**config.mk**
```make
export PLATFORM = sky130hd
export DESIGN_NAME = binary_frame_deframer_sum32
export DESIGN_NICKNAME = d
export VERILOG_FILES = /design/src/rtl/core/bfd_pkg.sv /design/src/rtl/core/bfd_front.sv /design/src/rtl/core/bfd_back.sv /design/src/rtl/core/bfd_outq.sv /design/src/rtl/core/binary_frame_deframer_sum32.sv
export SDC_FILE = /design/constraint.sdc
export NUM_CORES = 1
export LEC_CHECK = 0
export BUFFER_PORTS_ARGS = -buffer_cell sky130_fd_sc_hd__buf_2
export CAP_MARGIN = 20
export CORE_MARGIN = 3
export CORE_UTILIZATION = 30
export DETAILED_ROUTE_END_ITERATION = 12
export SETUP_SLACK_MARGIN = 0.05
export SYNTH_ARGS = -nofsm -noshare
export SYNTH_HDL_FRONTEND = slang
export SYNTH_SLANG_ARGS = --single-unit
export TNS_END_PERCENT = 50
```
**constraint.sdc**
```tcl
create_clock -name clk -period 8.54 [get_ports clk]
set_clock_uncertainty 0.2 [all_clocks]
set_input_delay 1.708 -clock clk [delete_from_list [all_inputs] [get_ports clk]]
set_output_delay 1.708 -clock clk [all_outputs]
set_load 0.005 [all_outputs]
```
**src/rtl/core/bfd_pkg.sv**
```systemverilog
// shared constants and types for the binary frame deframer
`default_nettype none

package bfd_pkg;

  localparam int MAX_PAYLOAD = 1024;
  localparam int FRAME_BYTES = 2048;
  localparam int HDR_TRL     = 10;

  localparam int CNT_W = $clog2(FRAME_BYTES + 1);
  localparam int LEN_W = 11;
  localparam int EV_W  = 2;

  localparam logic [7:0] SYNC_A = 8'hBA;
  localparam logic [7:0] SYNC_B = 8'hCE;

  localparam logic [EV_W-1:0] EV_NONE  = 2'd0;
  localparam logic [EV_W-1:0] EV_FRAME = 2'd1;
  localparam logic [EV_W-1:0] EV_ERROR = 2'd2;

  typedef struct packed {
    logic [7:0] rx_byte;
    logic       is_sync_a;
    logic       is_sync_b;
  } byte_item_t;

  typedef struct packed {
    logic [EV_W-1:0]  event_res;
    logic [7:0]       msg_class;
    logic [7:0]       msg_id;
    logic [LEN_W-1:0] payload_bytes;
  } result_t;

endpackage

`default_nettype wire

```
**src/rtl/core/bfd_front.sv**
```systemverilog
// input queue: accepts received bytes and tags the sync codes
`default_nettype none

module bfd_front (
  input  wire logic              clk,
  input  wire logic              rst_n,
  input  wire logic              push,
  input  wire logic [7:0]        in_rx_byte,
  output logic                   full,
  input  wire logic              item_take,
  output logic                   item_valid,
  output bfd_pkg::byte_item_t    item
);

  bfd_pkg::byte_item_t mem_r [2];
  logic                wptr_r;
  logic                rptr_r;
  logic [1:0]          cnt_r;
  logic                wr_en;
  logic                rd_en;
  bfd_pkg::byte_item_t wr_item;

  assign full       = (cnt_r == 2'd2);
  assign item_valid = (cnt_r != 2'd0);
  assign item       = mem_r[rptr_r];
  assign wr_en      = push && !full;
  assign rd_en      = item_take && item_valid;

  always_comb begin
    wr_item.rx_byte   = in_rx_byte;
    wr_item.is_sync_a = (in_rx_byte == bfd_pkg::SYNC_A);
    wr_item.is_sync_b = (in_rx_byte == bfd_pkg::SYNC_B);
  end

  always_ff @(posedge clk) begin
    if (wr_en) begin
      mem_r[wptr_r] <= wr_item;
    end
  end

  always_ff @(posedge clk) begin
    if (!rst_n) begin
      wptr_r <= 1'b0;
      rptr_r <= 1'b0;
      cnt_r  <= 2'd0;
    end else begin
      if (wr_en) begin
        wptr_r <= ~wptr_r;
      end
      if (rd_en) begin
        rptr_r <= ~rptr_r;
      end
      case ({wr_en, rd_en})
        2'b10:   cnt_r <= cnt_r + 2'd1;
        2'b01:   cnt_r <= cnt_r - 2'd1;
        default: cnt_r <= cnt_r;
      endcase
    end
  end

endmodule

`default_nettype wire

```
**src/rtl/core/bfd_back.sv**
```systemverilog
// frame parser: sync hunt, length check, running checksum, one result per byte
`default_nettype none

module bfd_back (
  input  wire logic                 clk,
  input  wire logic                 rst_n,
  input  wire logic                 item_valid,
  input  wire bfd_pkg::byte_item_t  item,
  output logic                      item_take,
  input  wire logic                 res_full,
  output logic                      res_push,
  output bfd_pkg::result_t          res
);

  localparam int CW = bfd_pkg::CNT_W;
  localparam int LW = bfd_pkg::LEN_W;

  logic          collecting_r, collecting_nxt;
  logic [CW-1:0] count_r, count_nxt;
  logic [LW-1:0] plen_r, plen_nxt;
  logic [LW-1:0] exp_r, exp_nxt;
  logic [7:0]    class_r, class_nxt;
  logic [7:0]    id_r, id_nxt;
  logic [7:0]    len_lo_r, len_lo_nxt;
  logic [7:0]    hdr_class_r, hdr_class_nxt;
  logic [7:0]    hdr_id_r, hdr_id_nxt;
  logic [31:0]   sum_r, sum_nxt;
  logic [31:0]   asm_r, asm_nxt;
  logic [bfd_pkg::EV_W-1:0] ev;

  logic [15:0]   len16;
  logic          len_bad;
  logic [31:0]   asm_shift;
  logic [CW-1:0] pay_end;

  assign item_take = item_valid && !res_full;
  assign res_push  = item_take;

  assign len16     = {item.rx_byte, len_lo_r};
  assign len_bad   = (len16 > 16'(bfd_pkg::MAX_PAYLOAD)) || (len16[1:0] != 2'd0);
  assign asm_shift = {item.rx_byte, asm_r[31:8]};
  assign pay_end   = CW'(plen_r) + CW'(6);

  always_comb begin
    collecting_nxt = collecting_r;
    count_nxt      = count_r;
    plen_nxt       = plen_r;
    exp_nxt        = exp_r;
    class_nxt      = class_r;
    id_nxt         = id_r;
    len_lo_nxt     = len_lo_r;
    hdr_class_nxt  = hdr_class_r;
    hdr_id_nxt     = hdr_id_r;
    sum_nxt        = sum_r;
    asm_nxt        = asm_r;
    ev             = bfd_pkg::EV_NONE;

    if (!collecting_r) begin
      if (item.is_sync_a) begin
        collecting_nxt = 1'b1;
        count_nxt      = CW'(1);
        exp_nxt        = '0;
        asm_nxt        = '0;
      end
    end else if ((count_r == CW'(1)) && !item.is_sync_b) begin
      if (!item.is_sync_a) begin
        collecting_nxt = 1'b0;
        count_nxt      = '0;
        ev             = bfd_pkg::EV_ERROR;
      end
    end else if (count_r >= CW'(bfd_pkg::FRAME_BYTES)) begin
      collecting_nxt = 1'b0;
      count_nxt      = '0;
      ev             = bfd_pkg::EV_ERROR;
    end else begin
      count_nxt = count_r + CW'(1);
      case (count_r)
        CW'(2): len_lo_nxt = item.rx_byte;
        CW'(3): begin
          plen_nxt = len16[LW-1:0];
          exp_nxt  = len16[LW-1:0] + LW'(bfd_pkg::HDR_TRL);
        end
        CW'(4): hdr_class_nxt = item.rx_byte;
        CW'(5): begin
          hdr_id_nxt = item.rx_byte;
          sum_nxt    = {item.rx_byte, hdr_class_r, 5'd0, plen_r};
        end
        default: begin
          if (count_r >= CW'(6)) begin
            asm_nxt = asm_shift;
            if ((count_r < pay_end) && (count_r[1:0] == 2'd1)) begin
              sum_nxt = sum_r + asm_shift;
            end
          end
        end
      endcase

      if ((count_r == CW'(3)) && len_bad) begin
        collecting_nxt = 1'b0;
        count_nxt      = '0;
        ev             = bfd_pkg::EV_ERROR;
      end else if ((exp_r != '0) && (count_nxt >= CW'(exp_r))) begin
        collecting_nxt = 1'b0;
        class_nxt      = hdr_class_r;
        id_nxt         = hdr_id_r;
        ev             = (asm_shift == sum_r) ? bfd_pkg::EV_FRAME : bfd_pkg::EV_ERROR;
      end
    end
  end

  always_comb begin
    res.event_res     = ev;
    res.msg_class     = class_nxt;
    res.msg_id        = id_nxt;
    res.payload_bytes = plen_nxt;
  end

  always_ff @(posedge clk) begin
    if (!rst_n) begin
      collecting_r <= 1'b0;
      count_r      <= '0;
      plen_r       <= '0;
      exp_r        <= '0;
      class_r      <= '0;
      id_r         <= '0;
    end else if (item_take) begin
      collecting_r <= collecting_nxt;
      count_r      <= count_nxt;
      plen_r       <= plen_nxt;
      exp_r        <= exp_nxt;
      class_r      <= class_nxt;
      id_r         <= id_nxt;
    end
  end

  always_ff @(posedge clk) begin
    if (item_take) begin
      len_lo_r    <= len_lo_nxt;
      hdr_class_r <= hdr_class_nxt;
      hdr_id_r    <= hdr_id_nxt;
      sum_r       <= sum_nxt;
      asm_r       <= asm_nxt;
    end
  end

endmodule

`default_nettype wire

```
**src/rtl/core/bfd_outq.sv**
```systemverilog
// result queue: holds finished results until popped
`default_nettype none

module bfd_outq (
  input  wire logic              clk,
  input  wire logic              rst_n,
  input  wire logic              res_push,
  input  wire bfd_pkg::result_t  res,
  output logic                   res_full,
  input  wire logic              pop,
  output logic                   empty,
  output bfd_pkg::result_t       head
);

  bfd_pkg::result_t mem_r [2];
  logic             wptr_r;
  logic             rptr_r;
  logic [1:0]       cnt_r;
  logic             wr_en;
  logic             rd_en;

  assign res_full = (cnt_r == 2'd2);
  assign empty    = (cnt_r == 2'd0);
  assign head     = mem_r[rptr_r];
  assign wr_en    = res_push && !res_full;
  assign rd_en    = pop && !empty;

  always_ff @(posedge clk) begin
    if (wr_en) begin
      mem_r[wptr_r] <= res;
    end
  end

  always_ff @(posedge clk) begin
    if (!rst_n) begin
      wptr_r <= 1'b0;
      rptr_r <= 1'b0;
      cnt_r  <= 2'd0;
    end else begin
      if (wr_en) begin
        wptr_r <= ~wptr_r;
      end
      if (rd_en) begin
        rptr_r <= ~rptr_r;
      end
      case ({wr_en, rd_en})
        2'b10:   cnt_r <= cnt_r + 2'd1;
        2'b01:   cnt_r <= cnt_r - 2'd1;
        default: cnt_r <= cnt_r;
      endcase
    end
  end

endmodule

`default_nettype wire

```
**src/rtl/core/binary_frame_deframer_sum32.sv**
```systemverilog
// top level of the length-prefixed frame deframer with 32-bit additive checksum
// path: a byte is registered in the input queue, parsed combinationally in bfd_back,
//   and its result is registered in the result queue before it can be popped
// throughput: one byte per cycle, unless a full result queue stalls the parser step in bfd_back
// reset: synchronous active-low rst_n empties both queues and clears parser state
`default_nettype none

module binary_frame_deframer_sum32 (
  input  wire logic                        clk,
  input  wire logic                        rst_n,
  input  wire logic                        push,
  input  wire logic [7:0]                  in_rx_byte,
  output logic                             full,
  input  wire logic                        pop,
  output logic                             empty,
  output logic [bfd_pkg::EV_W-1:0]         out_event_res,
  output logic [7:0]                       out_msg_class,
  output logic [7:0]                       out_msg_id,
  output logic [bfd_pkg::LEN_W-1:0]        out_payload_bytes
);

  logic                item_valid;
  logic                item_take;
  bfd_pkg::byte_item_t item;
  logic                res_full;
  logic                res_push;
  bfd_pkg::result_t    res;
  bfd_pkg::result_t    head;

  bfd_front u_front (
    .clk        (clk),
    .rst_n      (rst_n),
    .push       (push),
    .in_rx_byte (in_rx_byte),
    .full       (full),
    .item_take  (item_take),
    .item_valid (item_valid),
    .item       (item)
  );

  bfd_back u_back (
    .clk        (clk),
    .rst_n      (rst_n),
    .item_valid (item_valid),
    .item       (item),
    .item_take  (item_take),
    .res_full   (res_full),
    .res_push   (res_push),
    .res        (res)
  );

  bfd_outq u_outq (
    .clk      (clk),
    .rst_n    (rst_n),
    .res_push (res_push),
    .res      (res),
    .res_full (res_full),
    .pop      (pop),
    .empty    (empty),
    .head     (head)
  );

  assign out_event_res     = head.event_res;
  assign out_msg_class     = head.msg_class;
  assign out_msg_id        = head.msg_id;
  assign out_payload_bytes = head.payload_bytes;

endmodule

`default_nettype wire

```
---- After elaboration in Yosys (flattened, before gate mapping) ----
Memories as Yosys holds them, arrays and structs flattened. A register that Yosys moved wholly into a read port is not among the register bits.
Index checks and enable logic that the tools add are counted.
storage, ports and cells
  output and inout port bits .............. 31
  memories kept ........................... 2
  bits in latches ......................... 0
  bits of input ports ..................... 12
  logic and storage cells ................. 149
  bits in writable memories ............... 78
  flip-flop bits (word level) ............. 147
  ROM bits ................................ 0
operators by class
  $add $sub $neg .......................... 8
  divide/modulo/power cells ............... 0
  reduce and logical (&&, ||, !) cells .... 32
  multiply operators ...................... 0
  bitwise logic cells ..................... 7
  shift operators ......................... 0
  mux-type cells .......................... 57
  equality and inequality tests ........... 21
  order comparisons ....................... 5
memories
  name           words  bits a word  rd ports  clocked after memory_dff  wr ports  RTL line         source
  u_outq.mem_r   2      29           1         1                         1         bfd_outq.sv:15   bfd_pkg::result_t mem_r [2];
  u_front.mem_r  2      10           1         1                         1         bfd_front.sv:15  bfd_pkg::byte_item_t mem_r [2];
operator list
  operator               number
  $mux 32                8
  $mux 11                9
  $mux 8                 10
  $mux 12                6
  $pmux 32 s2            1
  $add 32x32->32         1
  $eq 32x32->1           1
  $eq 12x2->1 const B    2
  $eq 12x3->1 const B    2
  $reduce_and 5->1       4
  $eq 8x8->1 const B     2
  $gt 16x11->1 const B   1
  $mux 1                 14
  $mux 2                 7
  $reduce_bool 2->1      7
  $add 11x3->12 const B  1
  $add 12x1->12 const B  1
  $eq 12x1->1 const B    1
  $ge 12x11->1           1
  $ge 12x12->1 const B   1
  $ge 12x3->1 const B    1
  $lt 12x12->1           1
  $add 11x4->11 const B  1
  $reduce_bool 11->1     1
  17 further kinds       46

---- Logic depth before layout (Yosys ltp) ----
  depth after elaboration ................. 8
  gate-level depth with buffers ........... 14
  mapped depth without buffers ............ 12

---- Modules after synthesis ----
Synthesis repeated with hierarchy kept, for this count alone.
unflattened totals
  cell total of the unflattened synthesis .. 1,042
  area total of the unflattened synthesis .. 11,504.8 um^2
by module, submodules not included
  module     area each (um^2)  cells each  times used  sequential area each (um^2)
  bfd_back   8,199.1           864         1           3,423.3
  bfd_outq   2,319.7           116         1           1,841.8
  bfd_front  985.9             62          1           700.7

---- Worst setup path before layout ----
Ideal clock, no wire load.
  path type ............................... register -> register
  start ................................... register u_back.plen_r[1]
  end ..................................... register u_back.sum_r[0], enable pin
  arrival ................................. 3.621 ns
  path buffers ............................ 0
  cell stages (with the launch flop) ...... 11
  clock period less this slack ............ 4.262 ns
  data required time ...................... 7.899 ns
  library setup time ...................... 0.441 ns
  path slack .............................. 4.278 ns
  cell sequence ........................... dfxtp_1 > inv_1 > ha_1 > ha_1 > a21o_1 > a21o_1 > a21o_1 > a21o_1 > a211oi_1 > o21bai_1 > a31oi_1
between the ends
  longest elaborated chain between the ends .. 5
RTL lines
  what                                RTL line         source
  from (decl)                         bfd_back.sv:20   logic [LW-1:0] plen_r, plen_nxt;
  from (signal assigned)              bfd_back.sv:129  plen_r <= plen_nxt;
  $add 11x3->12                       bfd_back.sv:42   assign pay_end = CW'(plen_r) + CW'(6);
  $lt 12x12->1                        bfd_back.sv:91   if ((count_r < pay_end) && (count_r[1:0] == 2'd1)) begin
  $logic_and 1x1->1                   bfd_back.sv:91
  $reduce_bool 2->1 (no source line)  -
  $reduce_and 7->1 (no source line)   -
  to (signal assigned)                bfd_back.sv:141  sum_r <= sum_nxt;
  to (decl)                           bfd_back.sv:27   logic [31:0] sum_r, sum_nxt;
Every way passes these cells.
A chain may end at the register's enable or synchronous reset.

==> summary.txt <==
Place
  • Placed standard-cell area: 0.01219 sq mm
  • IO Port Bufs: 42
  • Worst slack, placed: 4.421 ns
  • Cells after DPL: 1531
  • Routability cong.: 0.8451
  • Hpwl dp: 18770 um

Logic synthesis
  • Post-Syn Instances: 1016
  • Syn nets: 1090
  • Most used flip-flop cell after synthesis: edfxtp_1
  • FF+latch count, synth: 219
  • Yosys Warn Count: 0
  • Mean area per synthesized cell: 11.27 sq um
  • Post-synth EDFFs: 158
  • Register area share after synthesis: 52.10%
  • Share of flip-flops with an asynchronous set or reset: 0%
  • Mapped cell area: 0.01145 sq mm
  • Yosys cell types: 62

Timing
  • Slew margin rel.: 37.02%
  • Final-report hold violation count: 0
  • Setup violations, final: 0
  • Maximum clock rate: 0.2405 GHz
  • Min Hold Slack: 0.2585 ns
  • Unrepaired setup endpoints after global routing: false
  • Crit path time final: 4.159 ns
  • Final worst slack: 4.381 ns
  • Max Transition Viols Final: 0
  • Tcrit/Tclk final: 48.70%
  • Worst Tran Pin Value: 0.9184 ns
  • Setup TNS: 0 ns

Finish
  • Design Area, Final: 0.01305 sq mm
  • # nets final: 1128
  • Antenna cells: 0
  • Post-route insts no fill: 1577
  • Synth-to-Final Area Change: 13.95%
  • Layout cells sized above 1: 15.56%
  • Multi-input logic area: 0.005177 sq mm
  • Filler cell count: 3716
  • Register area: 0.005966 sq mm
  • Most common cell after layout, fill and taps aside: edfxtp_1
  • Commonest cells after routing, fill and taps aside: 158 x edfxtp_1, 97 x nand2_1, 61 x nor2_1, 61 x ha_1, 61 x dfxtp_1

Worst setup path
  • Critical Path AT: 4.24 ns
  • Crit-path cells: ha_1, and3_1, and3_1, and3_1, xor2_1, ha_1, a21o_1, a21oi_1, o211ai_1, a311o_4, nand4_4, mux2_2
  • Slowest cell delay on critical path: 0.45 ns
  • Cell family with most CP delay: simple AND/OR/NAND/NOR gates
  • Worst Setup Start Kind: flip-flop
  • Critical path class: flip-flop to flip-flop
  • Setup crit end kind: flip-flop
  • Worst path required time: 8.62 ns
  • Most frequent cell on the critical path: and3_1
  • Crit path max fanout: 17
  • Slowest-stage cell, CP: dfxtp_1
  • Buf+Inv Stages, Crit Path: 0

Floorplan
  • Die X-Extent: 201.4 um
  • Core footprint: 0.03714 sq mm
  • IO Pins: 43
  • Die height: 201.4 um
  • Initial Util: 30.84%
  • Rows: 70
  • Die area: 0.04055 sq mm

Clocking
  • CTS clk-pin slew, worst paths: 0.07 ns
  • Clk_lat worst skew: 0.54 ns
  • # clock sinks: 219
  • Post-CTS Resized: 0
  • CTS Hold Bufs: 0
  • CTS Buf Count: 25
  • TritonCTS clock tree: built
  • Post-CTS setup buffer count: 0
  • Number of H-tree levels: 1
  • CTS root buf: clkbuf_16
  • Clock buffer depth: 3

Routing
  • DRT Wirelength: 26870 um
  • First DRT Iteration DRCs: 714
  • DRC violations left: 0
  • TritonRoute pass-1 iters: 5
  • Avg WL per Cell: 17.04 um
  • Via-to-Cell Ratio: 4.931
  • Post-DRT Antenna Nets: 0
  • DR vias: 7776

Min path
  • Hold Path Class: flip-flop to flip-flop

Global route
  • Gr usage total: 13.12%
  • First-pass GRT wire length: 42790 um
  • Pin count of the biggest net entering global routing: 78
  • GRT overflow: 0
  • Initial antenna violation count: 0
  • Vias in the first global route: 7416

Status
  • Status: finished, final reports clean

Pwr
  • Power Density: 270.9 mW/mm^2
  • Leak pwr: 0.004973 uW
  • Peak supply drop: 0.1988 mV

Job
  • Total of max-cap violations: 0
==> routing by layer <==
| metal | wire [um] | GRT usage [%] | up-vias |
|---|---|---|---|
| met4 | 626 | 3.588 | 0 |
| met3 | 1495 | 1.602 | 34 |
| met2 | 11580 | 19.58 | 196 |
| li1 | - | - | 3783 |
| met5 | 0 | 0 | - |
| met1 | 13170 | 20.02 | 3763 |
==> final cells by class <==
type	instances	area share, %
clock inverter	20	1.707
tap	504	4.833
clock buffer	26	4.900
multi-input combinational	723	39.68
timing repair buffer	53	2.244
inverter	32	0.9205
sequential	219	45.72
==> stage by stage <==
step                      total power [uW]  util (%)
after floorplan                       2113         -
after detailed placement              2451     32.82
after global placement                2434     32.82
after global routing                  3730     35.14
final                                 3535     35.14
after CTS                             3573     35.14
==> power by group <==
group	switching, uW	internal [uW]
Sequential	64.8	1360
Combinational	578	414
Clock	468	647
==> kinds of logic after synthesis <==
group / share of synthesized area, %
AND/OR/NAND/NOR: 15.17
XOR/XNOR: 4.425
multiplexers: 8.501
buffers and inverters: 2.863
adder cells (fa/ha/maj): 6.840
flip-flops: 52.10
AO/OA/AOI/OAI: 10.11
==> cells in the mapped netlist (all sizes together), types with 11 or more instances <==
| cell | count | area share, % |
|---|---|---|
| clkbuf | 31 | 1.0 |
| o21ai | 49 | 2.1 |
| nor2b | 23 | 1.3 |
| nor4 | 14 | 0.76 |
| nand2 | 97 | 3.2 |
| a21oi | 54 | 2.4 |
| dfxtp | 61 | 11 |
| xor2 | 32 | 2.5 |
| nand2b | 11 | 0.60 |
| a21boi | 18 | 1.2 |
| ha | 61 | 6.7 |
| xnor2 | 25 | 1.9 |
| and2 | 38 | 2.1 |
| inv | 32 | 1.0 |
| nor2 | 64 | 2.2 |
| a21o | 15 | 0.98 |
| nand3 | 27 | 1.3 |
| buf | 11 | 0.80 |
| and3 | 21 | 1.4 |
| mux2i | 35 | 3.1 |
| edfxtp | 158 | 41 |
| mux2 | 52 | 5.4 |
==> flip-flops by register name, indices dropped and copies added (netlist names), 11 cells and up, named ones only <==
name	flops
u_back.count_r	12
u_outq.mem_r	58
u_front.mem_r	20
u_back.exp_r	11
u_back.asm_r	24
u_back.sum_r	32
u_back.plen_r	11
==> worst paths after layout <==
kind              slack, ns             endpoint  depth (start not counted)               from
setup / recovery       4.38  u_outq.mem_r[1][17]                         12  u_back.count_r[0]
hold / removal         0.26       u_back.id_r[0]                          2     u_back.id_r[0]
hold reg to reg        0.26       u_back.id_r[0]                          2     u_back.id_r[0]
setup reg to reg       4.38  u_outq.mem_r[1][17]                         12  u_back.count_r[0]
==> tightest hold or removal path, delay by kind of cell (launching register included) <==
family	cells	cell delay [ns]
DFF	1	0.31
muxes	1	0.05
and+or+nand+nor	1	0.05
No activity file was read; power rests on OpenSTA's default activity.
